==> src/design/sprc_pkg.sv <==
// Shared types and constants for the span read coalescer.
// Used by the controller, the datapath and the top level; no dependencies.
package sprc_pkg;

  typedef enum logic [1:0] {
    OP_ALLOC   = 2'd0,
    OP_RELEASE = 2'd1,
    OP_SET     = 2'd2,
    OP_GATHER  = 2'd3
  } op_e;

  typedef enum logic [2:0] {
    KIND_GRANT  = 3'd0,
    KIND_NOFREE = 3'd1,
    KIND_REQ    = 3'd2,
    KIND_PLACE  = 3'd3,
    KIND_DONE   = 3'd4
  } kind_e;

  typedef enum logic [3:0] {
    ST_IDLE,
    ST_SCAN,
    ST_PICK,
    ST_MERGE,
    ST_FLUSH,
    ST_REQ_RD,
    ST_REQ_OUT,
    ST_SPAN_RD,
    ST_SPAN_OUT,
    ST_DONE
  } state_e;

  typedef struct packed {
    logic exec_simple;
    logic gather_init;
    logic scan_step;
    logic merge;
    logic flush;
    logic out_clear;
    logic emit_req;
    logic emit_span;
    logic emit_done;
  } cmd_t;

  typedef struct packed {
    logic scan_end;
    logic best_found;
    logic groups_zero;
    logic req_end;
    logic span_end;
  } status_t;

  localparam int unsigned KindW   = 3;
  localparam int unsigned SlotOutW = 4;
  localparam int unsigned AddrW   = 64;
  localparam int unsigned LenOutW = 29;
  localparam int unsigned OffOutW = 28;

endpackage

==> src/design/sprc_ram.sv <==
// Generic single write port, single read port RAM with registered read.
// No dependencies.
module sprc_ram #(
  parameter int unsigned WIDTH = 8,
  parameter int unsigned DEPTH = 16
) (
  input  logic                     clk_i,
  input  logic                     we_i,
  input  logic [$clog2(DEPTH)-1:0] waddr_i,
  input  logic [WIDTH-1:0]         wdata_i,
  input  logic [$clog2(DEPTH)-1:0] raddr_i,
  output logic [WIDTH-1:0]         rdata_o
);

  logic [WIDTH-1:0] mem_q [DEPTH];

  always_ff @(posedge clk_i) begin
    if (we_i) begin
      mem_q[waddr_i] <= wdata_i;
    end
    rdata_o <= mem_q[raddr_i];
  end

endmodule

==> src/design/sprc_ctrl.sv <==
// Controller state machine of the span read coalescer.
// Depends on sprc_pkg; drives the datapath through cmd_t and reads status_t.
module sprc_ctrl
  import sprc_pkg::*;
(
  input  logic    clk_i,
  input  logic    rst_ni,
  input  logic    start_i,
  input  logic [1:0] opcode_i,
  input  status_t status_i,
  output cmd_t    cmd_o,
  output logic    busy_o
);

  state_e state_q, state_d;

  always_ff @(posedge clk_i or negedge rst_ni) begin
    if (!rst_ni) begin
      state_q <= ST_IDLE;
    end else begin
      state_q <= state_d;
    end
  end

  always_comb begin
    state_d = state_q;
    cmd_o   = '0;
    unique case (state_q)
      ST_IDLE: begin
        if (start_i) begin
          if (op_e'(opcode_i) == OP_GATHER) begin
            cmd_o.gather_init = 1'b1;
            state_d = ST_SCAN;
          end else begin
            cmd_o.exec_simple = 1'b1;
          end
        end
      end
      ST_SCAN: begin
        cmd_o.scan_step = 1'b1;
        if (status_i.scan_end) begin
          state_d = ST_PICK;
        end
      end
      ST_PICK: begin
        state_d = status_i.best_found ? ST_MERGE : ST_FLUSH;
      end
      ST_MERGE: begin
        cmd_o.merge = 1'b1;
        state_d = ST_SCAN;
      end
      ST_FLUSH: begin
        cmd_o.flush     = 1'b1;
        cmd_o.out_clear = 1'b1;
        state_d = status_i.groups_zero ? ST_DONE : ST_REQ_RD;
      end
      ST_REQ_RD: begin
        state_d = ST_REQ_OUT;
      end
      ST_REQ_OUT: begin
        cmd_o.emit_req = 1'b1;
        if (status_i.req_end) begin
          cmd_o.out_clear = 1'b1;
          state_d = ST_SPAN_RD;
        end else begin
          state_d = ST_REQ_RD;
        end
      end
      ST_SPAN_RD: begin
        state_d = ST_SPAN_OUT;
      end
      ST_SPAN_OUT: begin
        cmd_o.emit_span = 1'b1;
        state_d = status_i.span_end ? ST_DONE : ST_SPAN_RD;
      end
      ST_DONE: begin
        cmd_o.emit_done = 1'b1;
        state_d = ST_IDLE;
      end
      default: begin
        state_d = ST_IDLE;
      end
    endcase
  end

  assign busy_o = (state_q != ST_IDLE);

endmodule

==> src/design/sprc_dp.sv <==
// Datapath of the span read coalescer: slot table, sort scan, merge and results.
// Depends on sprc_pkg and sprc_ram; commanded by sprc_ctrl.
module sprc_dp
  import sprc_pkg::*;
#(
  parameter int unsigned SLOTS     = 16,
  parameter int unsigned SIZE_BITS = 24
) (
  input  logic                 clk_i,
  input  logic                 rst_ni,
  input  cmd_t                 cmd_i,
  output status_t              status_o,
  input  logic [1:0]           opcode_i,
  input  logic [3:0]           slot_i,
  input  logic [AddrW-1:0]     address_i,
  input  logic [23:0]          size_i,
  output logic                 strobe_o,
  output logic [KindW-1:0]     kind_o,
  output logic [SlotOutW-1:0]  slot_index_o,
  output logic [AddrW-1:0]     read_address_o,
  output logic [LenOutW-1:0]   length_o,
  output logic [OffOutW-1:0]   buffer_offset_o,
  output logic [3:0]           group_o,
  output logic                 last_o
);

  localparam int unsigned SW   = $clog2(SLOTS);
  localparam int unsigned CW   = SW + 1;
  localparam int unsigned EW   = SIZE_BITS + SW;
  localparam int unsigned GRPW = AddrW + 2 * EW + SW;
  localparam int unsigned SPW  = 2 * SW + EW;

  // Slot table.
  logic [SLOTS-1:0]     in_use_q;
  logic                 addr_we, len_we;
  logic [SW-1:0]        tbl_waddr;
  logic [AddrW-1:0]     addr_wdata, addr_rdata;
  logic [SIZE_BITS-1:0] len_wdata, len_rdata;
  logic                 free_found, slot_ok;
  logic [SW-1:0]        free_idx, slot_idx;
  op_e                  op;

  // Sort scan and merge state.
  logic [CW-1:0]        scan_cnt_q, pos_q, ngroups_q, out_cnt_q;
  logic                 best_found_q, first_q;
  logic [AddrW-1:0]     best_addr_q, last_addr_q;
  logic [SW-1:0]        best_slot_q, last_slot_q;
  logic [SIZE_BITS-1:0] best_len_q;
  logic [AddrW-1:0]     gstart_q;
  logic [EW-1:0]        gext_q, goff_q;
  logic [SW-1:0]        glead_q;
  logic [SW-1:0]        e_idx;
  logic                 cand;
  logic [AddrW-1:0]     span_dist;
  logic                 join_grp;
  logic [EW-1:0]        dist_w, reach, new_off;

  // Result memories.
  logic                 grp_we;
  logic [SW-1:0]        grp_waddr;
  logic [GRPW-1:0]      grp_wdata, grp_rdata;
  logic                 sp_we;
  logic [SPW-1:0]       sp_wdata, sp_rdata;
  logic [SW-1:0]        out_idx;

  logic                 strobe_q;

  assign op       = op_e'(opcode_i);
  assign slot_idx = SW'(slot_i);
  assign slot_ok  = (32'(slot_i) < SLOTS);

  always_comb begin
    free_found = 1'b0;
    free_idx   = '0;
    for (int k = SLOTS - 1; k >= 0; k--) begin
      if (!in_use_q[k]) begin
        free_found = 1'b1;
        free_idx   = SW'(k);
      end
    end
  end

  always_comb begin
    addr_we    = 1'b0;
    len_we     = 1'b0;
    tbl_waddr  = slot_idx;
    addr_wdata = address_i;
    len_wdata  = SIZE_BITS'(size_i);
    if (cmd_i.exec_simple) begin
      unique case (op)
        OP_ALLOC: begin
          tbl_waddr  = free_idx;
          addr_wdata = '0;
          len_wdata  = '0;
          addr_we    = free_found;
          len_we     = free_found;
        end
        OP_RELEASE: begin
          len_wdata = '0;
          len_we    = slot_ok;
        end
        OP_SET: begin
          addr_we = slot_ok;
          len_we  = slot_ok;
        end
        default: ;
      endcase
    end
  end

  sprc_ram #(.WIDTH(AddrW), .DEPTH(SLOTS)) u_addr_ram (
    .clk_i   (clk_i),
    .we_i    (addr_we),
    .waddr_i (tbl_waddr),
    .wdata_i (addr_wdata),
    .raddr_i (scan_cnt_q[SW-1:0]),
    .rdata_o (addr_rdata)
  );

  sprc_ram #(.WIDTH(SIZE_BITS), .DEPTH(SLOTS)) u_len_ram (
    .clk_i   (clk_i),
    .we_i    (len_we),
    .waddr_i (tbl_waddr),
    .wdata_i (len_wdata),
    .raddr_i (scan_cnt_q[SW-1:0]),
    .rdata_o (len_rdata)
  );

  always_ff @(posedge clk_i or negedge rst_ni) begin
    if (!rst_ni) begin
      in_use_q <= '0;
    end else if (cmd_i.exec_simple) begin
      if (op == OP_ALLOC && free_found) begin
        in_use_q[free_idx] <= 1'b1;
      end else if (op == OP_RELEASE && slot_ok) begin
        in_use_q[slot_idx] <= 1'b0;
      end
    end
  end

  // The read data belongs to the slot addressed in the previous cycle. A slot
  // in use with a nonzero length qualifies if its key (address, then index)
  // lies above the last one taken and below the best found so far in this pass.
  assign e_idx = SW'(scan_cnt_q - CW'(1));

  always_comb begin
    cand = 1'b0;
    if (scan_cnt_q != '0 && in_use_q[e_idx] && len_rdata != '0) begin
      cand = (first_q || addr_rdata > last_addr_q ||
              (addr_rdata == last_addr_q && e_idx > last_slot_q)) &&
             (!best_found_q || addr_rdata < best_addr_q);
    end
  end

  // A span joins the open request when it starts within or right at its end.
  assign span_dist = best_addr_q - gstart_q;
  assign join_grp  = (ngroups_q != '0) && (span_dist <= AddrW'(gext_q));
  assign dist_w    = EW'(span_dist);
  assign reach     = dist_w + EW'(best_len_q);
  assign new_off   = (ngroups_q == '0) ? '0 : goff_q + gext_q;

  assign grp_waddr = SW'(ngroups_q - CW'(1));
  assign grp_we    = (cmd_i.merge && !join_grp && ngroups_q != '0) ||
                     (cmd_i.flush && ngroups_q != '0);
  assign grp_wdata = {gstart_q, gext_q, goff_q, glead_q};

  assign sp_we    = cmd_i.merge;
  assign sp_wdata = join_grp ?
                    {best_slot_q, goff_q + dist_w, SW'(ngroups_q - CW'(1))} :
                    {best_slot_q, new_off, SW'(ngroups_q)};

  assign out_idx = out_cnt_q[SW-1:0];

  sprc_ram #(.WIDTH(GRPW), .DEPTH(SLOTS)) u_grp_ram (
    .clk_i   (clk_i),
    .we_i    (grp_we),
    .waddr_i (grp_waddr),
    .wdata_i (grp_wdata),
    .raddr_i (out_idx),
    .rdata_o (grp_rdata)
  );

  sprc_ram #(.WIDTH(SPW), .DEPTH(SLOTS)) u_span_ram (
    .clk_i   (clk_i),
    .we_i    (sp_we),
    .waddr_i (pos_q[SW-1:0]),
    .wdata_i (sp_wdata),
    .raddr_i (out_idx),
    .rdata_o (sp_rdata)
  );

  always_ff @(posedge clk_i or negedge rst_ni) begin
    if (!rst_ni) begin
      scan_cnt_q   <= '0;
      pos_q        <= '0;
      ngroups_q    <= '0;
      out_cnt_q    <= '0;
      best_found_q <= 1'b0;
      first_q      <= 1'b1;
    end else begin
      if (cmd_i.gather_init) begin
        scan_cnt_q   <= '0;
        pos_q        <= '0;
        ngroups_q    <= '0;
        best_found_q <= 1'b0;
        first_q      <= 1'b1;
      end
      if (cmd_i.scan_step) begin
        scan_cnt_q <= scan_cnt_q + CW'(1);
        if (cand) begin
          best_found_q <= 1'b1;
        end
      end
      if (cmd_i.merge) begin
        scan_cnt_q   <= '0;
        best_found_q <= 1'b0;
        first_q      <= 1'b0;
        pos_q        <= pos_q + CW'(1);
        if (!join_grp) begin
          ngroups_q <= ngroups_q + CW'(1);
        end
      end
      if (cmd_i.out_clear) begin
        out_cnt_q <= '0;
      end else if (cmd_i.emit_req || cmd_i.emit_span) begin
        out_cnt_q <= out_cnt_q + CW'(1);
      end
    end
  end

  always_ff @(posedge clk_i) begin
    if (cmd_i.gather_init) begin
      gstart_q <= '0;
      gext_q   <= '0;
      goff_q   <= '0;
      glead_q  <= '0;
    end
    if (cmd_i.scan_step && cand) begin
      best_addr_q <= addr_rdata;
      best_slot_q <= e_idx;
      best_len_q  <= len_rdata;
    end
    if (cmd_i.merge) begin
      last_addr_q <= best_addr_q;
      last_slot_q <= best_slot_q;
      if (join_grp) begin
        if (reach > gext_q) begin
          gext_q <= reach;
        end
      end else begin
        gstart_q <= best_addr_q;
        gext_q   <= EW'(best_len_q);
        goff_q   <= new_off;
        glead_q  <= best_slot_q;
      end
    end
  end

  assign status_o.scan_end    = (scan_cnt_q == CW'(SLOTS));
  assign status_o.best_found  = best_found_q;
  assign status_o.groups_zero = (ngroups_q == '0);
  assign status_o.req_end     = (out_cnt_q == ngroups_q - CW'(1));
  assign status_o.span_end    = (out_cnt_q == pos_q - CW'(1));

  always_ff @(posedge clk_i or negedge rst_ni) begin
    if (!rst_ni) begin
      strobe_q <= 1'b0;
    end else begin
      strobe_q <= (cmd_i.exec_simple && op == OP_ALLOC) || cmd_i.emit_req ||
                  cmd_i.emit_span || cmd_i.emit_done;
    end
  end

  always_ff @(posedge clk_i) begin
    if (cmd_i.exec_simple && op == OP_ALLOC) begin
      kind_o          <= free_found ? KIND_GRANT : KIND_NOFREE;
      slot_index_o    <= free_found ? SlotOutW'(free_idx) : '0;
      read_address_o  <= '0;
      length_o        <= '0;
      buffer_offset_o <= '0;
      group_o         <= '0;
      last_o          <= 1'b1;
    end else if (cmd_i.emit_req) begin
      kind_o          <= KIND_REQ;
      slot_index_o    <= SlotOutW'(grp_rdata[SW-1:0]);
      read_address_o  <= grp_rdata[GRPW-1 -: AddrW];
      length_o        <= LenOutW'(grp_rdata[SW+2*EW-1 -: EW]);
      buffer_offset_o <= OffOutW'(grp_rdata[SW+EW-1 -: EW]);
      group_o         <= 4'(out_cnt_q);
      last_o          <= 1'b0;
    end else if (cmd_i.emit_span) begin
      kind_o          <= KIND_PLACE;
      slot_index_o    <= SlotOutW'(sp_rdata[SPW-1 -: SW]);
      read_address_o  <= '0;
      length_o        <= '0;
      buffer_offset_o <= OffOutW'(sp_rdata[SW+EW-1 -: EW]);
      group_o         <= 4'(sp_rdata[SW-1:0]);
      last_o          <= 1'b0;
    end else if (cmd_i.emit_done) begin
      kind_o          <= KIND_DONE;
      slot_index_o    <= '0;
      read_address_o  <= '0;
      length_o        <= LenOutW'(goff_q + gext_q);
      buffer_offset_o <= '0;
      group_o         <= '0;
      last_o          <= 1'b1;
    end
  end

  assign strobe_o = strobe_q;

endmodule

==> src/design/span_read_coalescer_core.sv <==
// Top level of the span read coalescer: controller plus datapath.
// Depends on sprc_pkg, sprc_ctrl, sprc_dp and sprc_ram.
//
// Allocate answers in the cycle after it is taken; release and set give no
// result. Gather finds the spans in address order by scanning every slot
// once per span through the single read port of the slot table, then makes
// a final empty pass and the flush, and emits each request, each placement
// and then the done item. Results appear on a one-cycle strobe and cannot
// be held off; busy is low again by the cycle in which the final item of a
// gather is shown.
module span_read_coalescer_core
  import sprc_pkg::*;
#(
  parameter int unsigned SLOTS     = 16,
  parameter int unsigned SIZE_BITS = 24
) (
  input  logic                 clk_i,
  input  logic                 rst_ni,
  input  logic                 start,
  output logic                 busy,
  input  logic [1:0]           opcode_i,
  input  logic [3:0]           slot_i,
  input  logic [AddrW-1:0]     address_i,
  input  logic [23:0]          size_i,
  output logic                 strobe_o,
  output logic [KindW-1:0]     kind_o,
  output logic [SlotOutW-1:0]  slot_index_o,
  output logic [AddrW-1:0]     read_address_o,
  output logic [LenOutW-1:0]   length_o,
  output logic [OffOutW-1:0]   buffer_offset_o,
  output logic [3:0]           group_o,
  output logic                 last_o
);

  cmd_t    cmd;
  status_t status;

  sprc_ctrl u_ctrl (
    .clk_i    (clk_i),
    .rst_ni   (rst_ni),
    .start_i  (start),
    .opcode_i (opcode_i),
    .status_i (status),
    .cmd_o    (cmd),
    .busy_o   (busy)
  );

  sprc_dp #(.SLOTS(SLOTS), .SIZE_BITS(SIZE_BITS)) u_dp (
    .clk_i           (clk_i),
    .rst_ni          (rst_ni),
    .cmd_i           (cmd),
    .status_o        (status),
    .opcode_i        (opcode_i),
    .slot_i          (slot_i),
    .address_i       (address_i),
    .size_i          (size_i),
    .strobe_o        (strobe_o),
    .kind_o          (kind_o),
    .slot_index_o    (slot_index_o),
    .read_address_o  (read_address_o),
    .length_o        (length_o),
    .buffer_offset_o (buffer_offset_o),
    .group_o         (group_o),
    .last_o          (last_o)
  );

endmodule
==> config.mk <==
export PLATFORM = sky130hd
export DESIGN_NAME = span_read_coalescer_core
export DESIGN_NICKNAME = d
export VERILOG_FILES = /design/src/design/sprc_pkg.sv /design/src/design/sprc_ram.sv /design/src/design/sprc_ctrl.sv /design/src/design/sprc_dp.sv /design/src/design/span_read_coalescer_core.sv
export SDC_FILE = /design/constraint.sdc
export NUM_CORES = 2
export LEC_CHECK = 0
export BUFFER_PORTS_ARGS = -buffer_cell sky130_fd_sc_hd__buf_2
export CORE_ASPECT_RATIO = 1.75
export CORE_MARGIN = 4
export CORE_UTILIZATION = 45
export DETAILED_ROUTE_END_ITERATION = 7
export PLACE_DENSITY = 0.57
export SETUP_SLACK_MARGIN = 0.15
export SLEW_MARGIN = 15
export SYNTH_ARGS = -nofsm -noshare
export SYNTH_HDL_FRONTEND = slang
export SYNTH_SLANG_ARGS = --single-unit
==> constraint.sdc <==
create_clock -name clk_i -period 33.5 [get_ports clk_i]
set_input_delay 6.7 -clock clk_i [delete_from_list [all_inputs] [get_ports clk_i]]
set_output_delay 6.7 -clock clk_i [all_outputs]
set_load 0.01 [all_outputs]
==> metrics.md <==
| Metric | Value |
|---|---|
| Startpoint Class | primary input |
| Final worst path period need | 10.66 ns |
| Fmax | 93.83 MHz |
| First-pass GRT wire length | 723700 microns |
| Final Hold Fails | 0 |
| DR vias | 92910 |
| CTS root buf | clkbuf_16 |
| Final wirelength | 509700 microns |
| Gr ovfl total | 0 |
| Die area | 420200 sq um |
| Via density | 5.975 |
| First-pass DRT Iterations | 6 |
| Final Max Tran Viols | 0 |
| Worst slew pin tran | 1.247 ns |
| Synth Area in Simple Gates | 3.020% |
| Initial core utilization | 45.21% |
| Critical setup path kind | primary input to flip-flop |
| DR iter-0 viols | 8766 |
| CTS resizes | 0 |
| Synth Register Bits | 4676 |
| Final setup fails | 0 |
| PD cells | 54.02 nW/um^2 |
| Worst hold margin | 0.4434 ns |
| Compound-Gate Fraction of Synth Area | 3.600% |
| Final GP Congestion | 0.9858 |
| Setup ws final | 22.84 ns |
| Syn Nets | 9725 |
| CP Cell Sequence | buf_2 -> ha_1 -> nor3b_1 -> nand2_4 -> nor4_2 -> a21oi_1 -> nor2_1 -> nand2_1 -> nor2_4 -> buf_4 |
| Number of synthesized flops with an enable pin | 4135 |
| Synth-to-Final Area Change | 12.15% |
| Post-detailed-placement half-perimeter wirelength | 311800 microns |
| Drt wl/cell | 32.78 microns |
| Tcrit/Tclk final | 31.81% |
| Leading cell type in the layout, fill and taps excluded | edfxtp_1 |
| H-tree lvl count | 5 |
| Clk_lat worst skew | 0.97 ns |
| Nets | 10160 |
| CP Capture Type | flip-flop |
| Synth area leaders | edfxtp_1 67%, mux4_2 15%, dfxtp_1 5.4%, ha_1 2.4%, inv_1 0.67% |
| WP data arrival | 11.21 ns |
| Status | finished clean |
| Most frequent cells in the layout | 4135 x edfxtp_1, 1245 x mux4_2, 498 x dfxtp_1 |
| Post-synthesis xor/xnor area fraction | 0.6226% |
| Lkg Pwr | 69.25 nW |
| Max IR drop VDD | 0.00004453 V |
| Largest net degree at the start of global routing | 154 |
| GRT Util Overall | 24.05% |
| Adder-Cell Fraction of Synth Area | 2.406% |
| Num rows | 310 |
| Mean Syn Cell Area | 19.87 sq um |
| CTS sink cnt | 4676 |
| Post-synthesis sequential area ratio | 73.37% |
| Synthesis Warnings | 0 |
| Max-cap violations | 0 |
| Slew margin rel. | 16.87% |
| Worst r2r path cells | 26 |
| Power, Total | 0.01117 W |
| Netlist cell types | 89 |
| Required time of the worst setup path | 34.06 ns |
| RSZ-0062 raised after global routing | no |
| Post-synthesis mux area share | 15.40% |
| Worst-path clk slew | 0.07 ns |
| Area of placed instances | 192900 sq um |
| TritonCTS buffer count | 423 |
| Synth top area share | 67.38% |
| Hold Path Depth | 2 |
| Post-Route Setup TNS | 0 ns |
| Cells after synthesis | 9276 |
| Worst hold path type | flip-flop to flip-flop |
| Hold_buf cts | 0 |
| Final Skew | 0.05316 ns |
| Main combinational cell family by area after synthesis | multiplexers |
| Max incr delay on CP | 0.87 ns |
| CTS tree | done |
| Ys async rst share | 0.9196% |
| Final ANT Viol Nets | 0 |
| Input/output buffers | 231 |
| Cell Area, Synth | 184300 sq um |
| Core area | 407700 sq um |
| Residual DRC | 0 |
| Vias in the first global route | 97930 |
| Clock Path Buffers | 4 |
| Synth area leader | edfxtp_1 |
| # IOs | 232 |
| Post-place setup slack | 21.73 ns |
| Postcts setup bufs | 0 |
| Synth Flop Type | edfxtp_1 |
| Initial antenna violation count | 50 |
| CP max-delay cell | nor3b_1 |
| Fraction of layout cells with a size suffix above 1 | 24.46% |
| Design Area, Final | 206700 sq um |
| Die Wd | 491.8 microns |
| DIE HEIGHT | 854.6 microns |
| Critical path fanouts, max | 46 |
[synth_stat cells (all sizes together) (23+ instances only)]
cell and count:
edfxtp 4135, mux4 1245, dfxtp 498, ha 348, inv 327, clkbuf 293
nor2 233, a21oi 220, nand2 216, o21ai 213, nand3 177, buf 137
a22o 95, a21o 89, and2 82, nor2b 80, xnor2 80, o31ai 79
nand4 75, nor3 73, nand2b 56, xor2 51, dfrtp 42, a222oi 33
a211oi 31, a31oi 24, o21a 24, and3 23, nor4 23
[cell type report]
type                    count  area (sq um)
fillers                 32590        201000
flip-flops and latches   4676        135200
multi-input cells        3843         46680
clock buffers             565         11470
well taps                5460          6832
repair buffers            444          2909
clock inverters           223          2285
inverters                 327          1232
diodes                     10         25.02
[state kept, by name (all words and copies together), names as in the netlist, 29 cells and up]
register and count:
u_dp.last_addr_q 64, u_dp.best_addr_q 64, u_dp.u_span_ram.mem_q 576, u_dp.u_len_ram.mem_q 384
u_dp.length_o 29, u_dp.u_span_ram.rdata_o 36, u_dp.read_address_o 64, u_dp.u_addr_ram.rdata_o 64
u_dp.gstart_q 64, u_dp.u_grp_ram.rdata_o 124, u_dp.u_addr_ram.mem_q 1024, u_dp.u_grp_ram.mem_q 1984
[worst max-delay path, delay by kind of cell]
kind | cells | cell delay (ns)
AND/OR/NAND/NOR | 6 | 3.07
buffers and inverters | 2 | 0.95
adder cells (fa/ha/maj) | 1 | 0.24
AO/OA/AOI/OAI | 1 | 0.13
[kinds of logic (layout without fill, tap and decap cells)]
family          after synthesis  after routing
mux                        1277           1277
flops                      4676           4676
buf+inv                     757           1559
other cells                   0             10
simple gates               1104           1104
xor+xnor                    131            131
fa+ha+maj                   352            352
compound gates              979            979
[report_power, final]
part	internal (W)	leakage (nW)	total, W	switching, W
Combinational	0.00000811	19.2	0.0000419	0.0000338
Clock	0.00270	6.72	0.00485	0.00215
Sequential	0.00627	43.3	0.00627	0.000000725
[final timing paths]
| check | start | slack, ns | endpoint |
|---|---|---|---|
| max in group asynchronous | rst_ni | 26.88 | u_dp.out_cnt_q[0] |
| worst min register to register | u_dp.u_grp_ram.rdata_o[44] | 0.44 | u_dp.length_o[12] |
| min in group asynchronous | rst_ni | 5.95 | u_ctrl.state_q[0] |
| worst max register to register | u_dp.gstart_q[10] | 23.76 | u_dp.u_grp_ram.mem_q[0][12] |
| worst min-delay path | u_dp.u_grp_ram.rdata_o[44] | 0.44 | u_dp.length_o[12] |
| worst max-delay path | opcode_i[0] | 22.84 | u_dp.u_addr_ram.mem_q[9][39] |
[per-layer routing]
| metal | share of wire [%] | GRT usage (%) | vias up | wire [microns] |
|---|---|---|---|---|
| met5 | 0.015 | 0 | - | 77 |
| met4 | 4.6 | 9.460 | 12 | 23370 |
| met3 | 5.2 | 3.103 | 886 | 26290 |
| met2 | 53 | 43.49 | 3018 | 269700 |
| met1 | 37 | 29.27 | 50070 | 190300 |
| li1 | - | - | 38920 | - |
[through the flow]
stage	std cells	utilization [%]
floorplan	9276	-
global placement	14750	47.30
detailed placement	14750	47.31
CTS	15540	50.69
global route	15540	50.69
finish	15550	50.70
Power figures use the tool's default switching activity.
